$ cat config.mk
export PLATFORM = sky130hd
export DESIGN_NAME = pkdt_drift
export DESIGN_NICKNAME = d
export VERILOG_FILES = /design/src/hdl/particle_kick_drift_turn_top_assert.svh /design/src/hdl/pkdt_pkg.sv /design/src/hdl/pkdt_drift.sv
export SDC_FILE = /design/constraint.sdc
export NUM_CORES = 2
export LEC_CHECK = 0
export ABC_AREA = 1
export BUFFER_PORTS_ARGS = -buffer_cell sky130_fd_sc_hd__clkbuf_2
export CAP_MARGIN = 0
export CORE_ASPECT_RATIO = 0.8
export CORE_MARGIN = 8
export CORE_UTILIZATION = 40
export CTS_CLUSTER_DIAMETER = 200
export CTS_CLUSTER_SIZE = 24
export DETAILED_ROUTE_END_ITERATION = 12
export PLACE_DENSITY = 0.61
export SYNTH_ARGS = -nofsm -noshare
export SYNTH_HDL_FRONTEND = slang
export SYNTH_SLANG_ARGS = --single-unit
$ cat constraint.sdc
create_clock -name clk -period 6.7 [get_ports clk]
set_input_delay 0.335 -clock clk [delete_from_list [all_inputs] [get_ports clk]]
set_output_delay 0.335 -clock clk [all_outputs]
set_load 0.05 [all_outputs]
$ cat src/hdl/particle_kick_drift_turn_top_assert.svh
// Assertion macros for the particle turn pipeline.
// Both expect clk and rst_n in scope.
`ifndef PARTICLE_KICK_DRIFT_TURN_TOP_ASSERT_SVH
`define PARTICLE_KICK_DRIFT_TURN_TOP_ASSERT_SVH

// same-cycle implication
`define PKDT_ASSERT_SAME(label, ante, cons, msg) \
    label: assert property (@(posedge clk) disable iff (!rst_n) (ante) |-> (cons)) \
        else $error(msg);

// next-cycle implication
`define PKDT_ASSERT_NEXT(label, ante, cons, msg) \
    label: assert property (@(posedge clk) disable iff (!rst_n) (ante) |=> (cons)) \
        else $error(msg);

`endif

$ cat src/hdl/pkdt_pkg.sv
package pkdt_pkg;

    // field widths
    localparam int PHASE_W    = 32;
    localparam int ENERGY_W   = 48;
    localparam int HRATIO_W   = 16;
    localparam int DRIFT_W    = 32;
    localparam int REG_IDX_W  = 3;
    localparam int CFG_DATA_W = 48;
    localparam int ANG_W      = 38;
    localparam int KICK_W     = 51;

    // pipeline depths
    localparam int DRIFT_LAT = 4;
    localparam int SINE_LAT  = 24;
    localparam int KICK_LAT  = SINE_LAT + 6;
    localparam int PIPE_LAT  = DRIFT_LAT + KICK_LAT + 1 + DRIFT_LAT;

    // register map
    typedef enum logic [REG_IDX_W-1:0] {
        REG_RF_AMP_MAIN,
        REG_RF_AMP_SECOND,
        REG_SYNC_PHASE,
        REG_HARM_SHIFT,
        REG_HARM_RATIO,
        REG_ENERGY_GAIN,
        REG_DRIFT_FACTOR,
        REG_DIRECTION
    } reg_idx_t;

    typedef struct packed {
        logic signed [ENERGY_W-1:0] rf_amp_main;
        logic signed [ENERGY_W-1:0] rf_amp_second;
        logic signed [PHASE_W-1:0]  sync_phase;
        logic signed [PHASE_W-1:0]  harmonic_phase_shift;
        logic        [HRATIO_W-1:0] harmonic_ratio;
        logic signed [ENERGY_W-1:0] energy_gain;
        logic signed [DRIFT_W-1:0]  drift_factor;
        logic                       direction;
    } cfg_t;

    // particle travelling down the pipeline
    typedef struct packed {
        logic signed [PHASE_W-1:0]  phase;
        logic signed [ENERGY_W-1:0] energy;
        logic                       last;
        logic                       clip;
    } item_t;

    // angle constants, Q.28
    localparam logic [30:0] PI_Q28      = 31'd843314857;
    localparam logic [30:0] TWO_PI_Q28  = 31'd1686629713;
    localparam logic [30:0] HALF_PI_Q28 = 31'd421657428;
    localparam logic [30:0] ONE_Q30     = 31'd1073741824;
    // 2pi * 2^7, makes any reachable angle non-negative
    localparam logic [ANG_W:0] ANG_OFFSET = 39'd215888603264;

    // Taylor divisors and their 2^32 reciprocals
    localparam int TAYLOR_N = 6;
    localparam logic [63:0] RECIP_BASE = 64'd4294967296;
    localparam logic [7:0] TAYLOR_DIV [TAYLOR_N] =
        '{8'd156, 8'd110, 8'd72, 8'd42, 8'd20, 8'd6};
    localparam logic [29:0] TAYLOR_RECIP [TAYLOR_N] = '{
        30'(RECIP_BASE / 64'd156), 30'(RECIP_BASE / 64'd110), 30'(RECIP_BASE / 64'd72),
        30'(RECIP_BASE / 64'd42),  30'(RECIP_BASE / 64'd20),  30'(RECIP_BASE / 64'd6)
    };

endpackage

$ cat src/hdl/pkdt_drift.sv
module pkdt_drift
    import pkdt_pkg::*;
(
    input  logic                      clk,
    input  logic                      en,
    input  logic                      active,
    input  logic                      subtract,
    input  logic signed [DRIFT_W-1:0] factor,
    input  item_t                     item_in,
    output item_t                     item_out
);

    localparam logic [56:0] RND_HALF = 57'd34359738368;  // 2^35

    item_t                st1_item_reg, st2_item_reg, st3_item_reg, out_reg;
    logic [ENERGY_W-1:0]  e_mag_reg;
    logic [DRIFT_W-1:0]   f_mag_reg;
    logic                 neg1_reg, neg2_reg;
    logic [55:0]          p_lo_reg, p_hi_reg;
    logic signed [45:0]   d_reg;

    logic [ENERGY_W-1:0]  e_mag_next;
    logic [DRIFT_W-1:0]   f_mag_next;
    logic [55:0]          p_lo_next, p_hi_next;
    logic [56:0]          rnd_sum, acc;
    logic [44:0]          m_mag;
    logic signed [45:0]   d_next;
    logic signed [46:0]   wide;
    logic                 ovf;
    item_t                out_next;

    // magnitudes and sign
    assign e_mag_next = item_in.energy[ENERGY_W-1] ? ENERGY_W'(-item_in.energy)
                                                   : ENERGY_W'(item_in.energy);
    assign f_mag_next = factor[DRIFT_W-1] ? DRIFT_W'(-factor) : DRIFT_W'(factor);

    // two 24-bit partial products
    assign p_lo_next = 56'(f_mag_reg) * 56'(e_mag_reg[23:0]);
    assign p_hi_next = 56'(f_mag_reg) * 56'(e_mag_reg[47:24]);

    // recombine, round half away from zero by 2^-36
    assign rnd_sum = 57'(p_lo_reg) + RND_HALF;
    assign acc     = 57'(p_hi_reg) + (rnd_sum >> 24);
    assign m_mag   = acc[56:12];
    assign d_next  = neg2_reg ? -$signed({1'b0, m_mag}) : $signed({1'b0, m_mag});

    // apply and saturate
    assign wide = subtract ? 47'(st3_item_reg.phase) - 47'(d_reg)
                           : 47'(st3_item_reg.phase) + 47'(d_reg);
    assign ovf  = wide[46:31] != {16{wide[46]}};

    always_comb
    begin
        out_next = st3_item_reg;
        if (active)
        begin
            if (ovf)
            begin
                out_next.phase = wide[46] ? {1'b1, {(PHASE_W-1){1'b0}}}
                                          : {1'b0, {(PHASE_W-1){1'b1}}};
            end
            else
            begin
                out_next.phase = wide[PHASE_W-1:0];
            end
            out_next.clip = st3_item_reg.clip | ovf;
        end
    end

    always_ff @(posedge clk)
    begin
        if (en)
        begin
            st1_item_reg <= item_in;
            e_mag_reg    <= e_mag_next;
            f_mag_reg    <= f_mag_next;
            neg1_reg     <= item_in.energy[ENERGY_W-1] ^ factor[DRIFT_W-1];
            st2_item_reg <= st1_item_reg;
            p_lo_reg     <= p_lo_next;
            p_hi_reg     <= p_hi_next;
            neg2_reg     <= neg1_reg;
            st3_item_reg <= st2_item_reg;
            d_reg        <= d_next;
            out_reg      <= out_next;
        end
    end

    assign item_out = out_reg;

endmodule

# [Word level (Yosys, flattened, before mapping)]
# Index checks and enable logic that the tools add are counted.
[totals] reg_bits=568 latchBits=0 mem_bits_rw=0 rom_bits=0 inputBits=118 output_inout_bits=82 elab_cells=46 memories=0
[classes] n_addsub=7 mul=2 div=0 magnitude_cmp=0 n_eq_ne=1 shift=0 muxes=8 bitwise_logic=2 reduce_logical=0
[ops] operator="32-bit by 24-bit multiplier with 56-bit output" n=2
[ops] operator="32-bit two-way mux" n=3
[ops] operator="47-bit two-way mux" n=2
[ops] operator="56-bit by 33-bit adder with 57-bit output" n=1
[ops] operator="56-bit by 36-bit adder with 57-bit output, second input constant" n=1
[ops] operator="48-bit negation" n=1
[ops] operator="32-bit by 46-bit adder with 47-bit output" n=1
[ops] operator="32-bit by 46-bit subtractor with 47-bit output" n=1
[ops] operator="45-bit negation with 46-bit output" n=1
[ops] operator="45-bit two-way mux" n=1
[ops] operator="32-bit negation" n=1
[ops] operator="31-bit two-way mux" n=1
[ops] operator="15-bit != test" n=1
[ops] operator="1-bit two-way mux" n=1
[ops] operator="1-bit bitwise OR" n=1
[ops] operator="1-bit XOR" n=1

# [Longest topological paths before layout]
[depth] ltp_word=5 depth_mapped=36 ltp_nobuf=35

# [Worst setup path after synthesis]
# OpenSTA, ideal clock, no wires.
[synth_path] path_kind="register to register" start="register f_mag_reg[10]" end="register p_hi_reg[43], data pin" setup_time_ns=0.265 arrival_time_ns=6.605 required_ns=6.435 path_slack_ns=-0.170 stages_incl_launch_ff=26 n_path_buf=2 period_less_slack_ns=6.870 cell_sequence="edfxtp_1 clkbuf_1 buf_1 nand2_1 fa_1 fa_1 inv_1 fa_1 inv_1 fa_1 inv_1 fa_1 fa_1 inv_1 fa_1 inv_1 ha_1 nand2_1 nor2_1 inv_1 nor4_1 a21oi_1 o21ai_0 a21boi_0 o21ai_0 xor2_1"
[synth_between] elab_chain_len=1
[synth_rtl] element="start, declared" line="pkdt_drift.sv:17" rtl="logic [DRIFT_W-1:0] f_mag_reg;"
[synth_rtl] element="start signal, assigned" line="pkdt_drift.sv:76" rtl="f_mag_reg <= f_mag_next;"
[synth_rtl] element="32-bit by 24-bit multiplier with 56-bit output" line="pkdt_drift.sv:39" rtl="assign p_hi_next = 56'(f_mag_reg) * 56'(e_mag_reg[47:24]);"
[synth_rtl] element="named net p_hi_next[43]" line="pkdt_drift.sv:24" rtl="logic [55:0] p_lo_next, p_hi_next;"
[synth_rtl] element="end signal, assigned" line="pkdt_drift.sv:80" rtl="p_hi_reg <= p_hi_next;"
[synth_rtl] element="end, declared" line="pkdt_drift.sv:19" rtl="logic [55:0] p_lo_reg, p_hi_reg;"
# The timed path passes the listed nets, and every way through them passes these cells.
# A chain may end at the register's enable or synchronous reset.

# [Final worst setup path]
[layout_path] start="register f_mag_reg[25]" end="register p_hi_reg[48], data pin"
# Same word-level chain as after synthesis.

==> summary.txt <==
Clock Root Buffer -> clkbuf_16
finished layout cell area -> 96060 sq um
placed cell area -> 89180 sq um
via total after detailed routing -> 66000
tightest slew margin relative to the limit -> 33.04%
count of final max-slew check failures -> 0
core area -> 199700 sq um
Crit-path slowest cell -> fa_1
number of distinct library cells after synthesis -> 55
Period minus WS final -> 6.771 ns
number of flops mapped to enable cells by yosys -> 543
area of the multi-input gates -> 54760 sq um
HPWL after detailed placement -> 212.4 mm
violations in the final reports -> negative setup slack
count of state elements after synthesis -> 543
net count after synthesis -> 11780
setup-violating endpoint count in the final report -> 10
setup repair after global routing missed its margin -> true
status -> complete, but fails checks
Die Height -> 416.1 um
fin nets -> 12540
number of maximum-capacitance constraint violations -> 0
per-cell routed wire length -> 19.55 um
post-detailed-route via-to-cell ratio -> 4.943
Max clock buf depth -> 3
global-route wire length before repair -> 396.8 mm
final estimated routing congestion in global placement -> 0.9663
sequential standard cell area -> 16310 sq um
first-pass detailed-route iteration total -> 6
area of the mapped netlist -> 80030 sq um
largest stage delay on the critical path -> 0.59 ns
transition at the pin with the smallest max-transition slack -> 1.004 ns
async set-reset flop share out of synthesis -> 0%
horizontal extent of the die -> 516.1 um
largest net degree at the start of global routing -> 156
pre-CTS WS -> -0.6368 ns
Worst Setup Start Kind -> flop
overall die area -> 214700 sq um
count of mapped cells out of synthesis -> 9907
sum of buffers and inverters on the critical path -> 9
clock insertion delay at the later pin of the skew report -> 0.69 ns
via count of the first global-routing pass -> 67670
total number of clock tree sinks -> 543
fmax -> 147.7 MHz
worst path setup slack after routing -> -0.07110 ns
Routed Wire Length -> 261.1 mm
number of buffers added by the clock tree synthesis step -> 26
library cell appearing most often on the critical path -> fa_1
Worst Clk Skew -> 0.04506 ns
Tightest Hold Check Type -> primary input to flop
total count of hold-check failures in the final report -> 0
residual antenna-violating net count after detailed routing -> 0
number of design-rule violations left by the first detailed-router iteration -> 5885
critical path's top delay family -> adder cells
commonest register cell after synthesis -> edfxtp_1
top fanout value on the critical path -> 6
standard-cell row count -> 147
fraction of final layout cells with drive strength greater than 1 -> 15.36%
syn avg cell area -> 8.078 sq um
effective utilization at floorplan -> 40.07%
Worst Setup Path Type -> flop to flop
number of synthesis warnings -> 0
total of buffers placed on input and output ports -> 199
FILL cells -> 19180
DRC violation count after routing -> 0
antenna violations before repair -> 2
critical path required time -> 7.12 ns
sequential fraction of the synthesis area -> 20.37%
H-Tree Level Count -> 1
TritonCTS clock tree -> done
ratio of final minimum period to clock period -> 101.1%
Area growth syn-to-layout -> 20.03%
global-route total usage across every layer -> 23.50%
Top Ports -> 200
arrival time at the worst endpoint -> 7.19 ns
grt ovf -> 0
clock input transition at the sequential cells of the worst setup and hold paths -> 0.13 ns
crit path capture type -> flop
## Yosys cell counts (3+ instances only)
cell	instances	share of area, %
o21ai_0	140	0.88
nand2_1	2692	13
buf_6	3	0.042
nor3_1	47	0.29
a311oi_1	3	0.033
nand3_1	199	1.2
o41ai_1	3	0.033
o21ai_1	3	0.019
o31ai_1	7	0.066
a21oi_1	261	1.6
xor2_1	187	2.0
and2_1	6	0.047
o221ai_1	4	0.044
edfxtp_1	543	20
xnor2_1	84	0.92
or4_1	3	0.028
inv_1	2819	13
and3_1	6	0.047
nand2_2	8	0.063
clkbuf_1	270	1.3
or2_2	5	0.039
buf_1	58	0.27
a221oi_1	3	0.033
a21boi_0	3	0.028
buf_4	3	0.028
o21a_1	15	0.14
nor2_4	3	0.042
a41oi_1	3	0.033
ha_1	443	6.9
fa_1	1316	33
o21bai_1	19	0.18
a31oi_1	59	0.46
a21o_1	14	0.13
nor2_1	504	2.4
o211ai_1	6	0.056
nand4_1	58	0.45
nor2_2	12	0.094
nand3b_1	32	0.30
buf_2	5	0.031
nor4_1	35	0.27
## routing by layer
metal / wire [um] / GRT usage [%] / vias to the layer above
li1: - / - / 30380
met1: 122600 / 36.22 / 32730
met2: 108300 / 35.00 / 2592
met3: 24660 / 3.928 / 299
met4: 5475 / 4.166 / 2
met5: 13 / 0 / -
## per-stage QoR
stage	util [%]	hold slack [ns]	cells	TNS, ns
3_5_place_dp	44.65	0.4045	13090	-11.58
5_1_grt	48.09	0.05903	13350	-6.695
4_1_cts	46.18	0.02957	13250	-0.06680
6_report	48.09	0.07362	13350	-0.2313
2_1_floorplan	-	0.4003	9907	0
3_3_place_gp	44.65	0.4002	13090	-9.279
## path summary, 6_finish.rpt
kind	endpoint	cells past startpoint	start	slack, ns
worst max-delay path	p_hi_reg[48]	25	f_mag_reg[25]	-0.07
worst min-delay path	f_mag_reg[24]	2	factor[24]	0.07
worst min register to register	out_next[4]	0	st2_item_reg[4]	0.42
worst max register to register	p_hi_reg[48]	25	f_mag_reg[25]	-0.07
## cells in the final DEF (no fill, tap or decap), drive strengths merged, types with 15 or more instances in the layout
master | synthesis | routed
nor4 | 36 | 36
xor2 | 187 | 187
fa | 1316 | 1316
nand3 | 201 | 201
xnor2 | 84 | 84
o21a | 15 | 15
buf | 69 | 766
nand4 | 59 | 59
nand3b | 32 | 32
clkbuf | 270 | 246
a21oi | 262 | 262
ha | 443 | 443
nor3 | 49 | 49
edfxtp | 543 | 543
o21bai | 19 | 19
nand2 | 2702 | 2702
inv | 2819 | 2819
nor2 | 519 | 519
a31oi | 59 | 59
o21ai | 146 | 146
dlygate4sd3 | 0 | 86
## worst reg2reg max path, cell delays in order (launching register included)
cell      delay [ns]
edfxtp_1        0.53
buf_12          0.21
buf_8           0.14
buf_4           0.13
nand2_1         0.07
fa_1            0.45
fa_2            0.57
inv_1           0.05
fa_1            0.48
fa_1            0.59
fa_1            0.44
fa_1            0.50
inv_1           0.05
fa_1            0.47
inv_1           0.06
ha_4            0.29
nand2_1         0.10
nor2_2          0.19
inv_2           0.09
nor4_4          0.36
buf_4           0.19
nand3_2         0.08
nand3_4         0.08
buf_12          0.14
a31oi_4         0.12
xnor2_2         0.15
## final cells by class
type / count / share of cell area [%]
Tap cell: 2682 / 3.493
Sequential cell: 543 / 16.97
Antenna cell: 2 / 0.005210
Timing Repair Buffer: 1071 / 10.77
Inverter: 2821 / 11.03
Clock inverter: 2 / 0.01433
Clock buffer: 27 / 0.7034
Multi-Input combinational cell: 6204 / 57.01
## timing repair
action,CTS,global route
endpoints found under the hold margin,91,0
hold buffers,86,0
gates cloned,4,21
endpoints found under the setup margin,55,69
pin swaps,105,303
gates resized for setup,246,661
buffers inserted,41,92
## kinds of logic after synthesis
logic type                 count (synthesis)  synth area share (%)
and+or+nand+nor                         3619                 18.04
buffers and inverters                   3160                 14.87
adders and majority gates               1759                 39.84
AOI/OAI and AO/OA                        555                 3.901
DFF                                      543                 20.37
xor gates and xnor gates                 271                 2.966
Power is not shown: default switching activity piles up to over one toggle a cycle in this logic, so the estimate is an artifact.
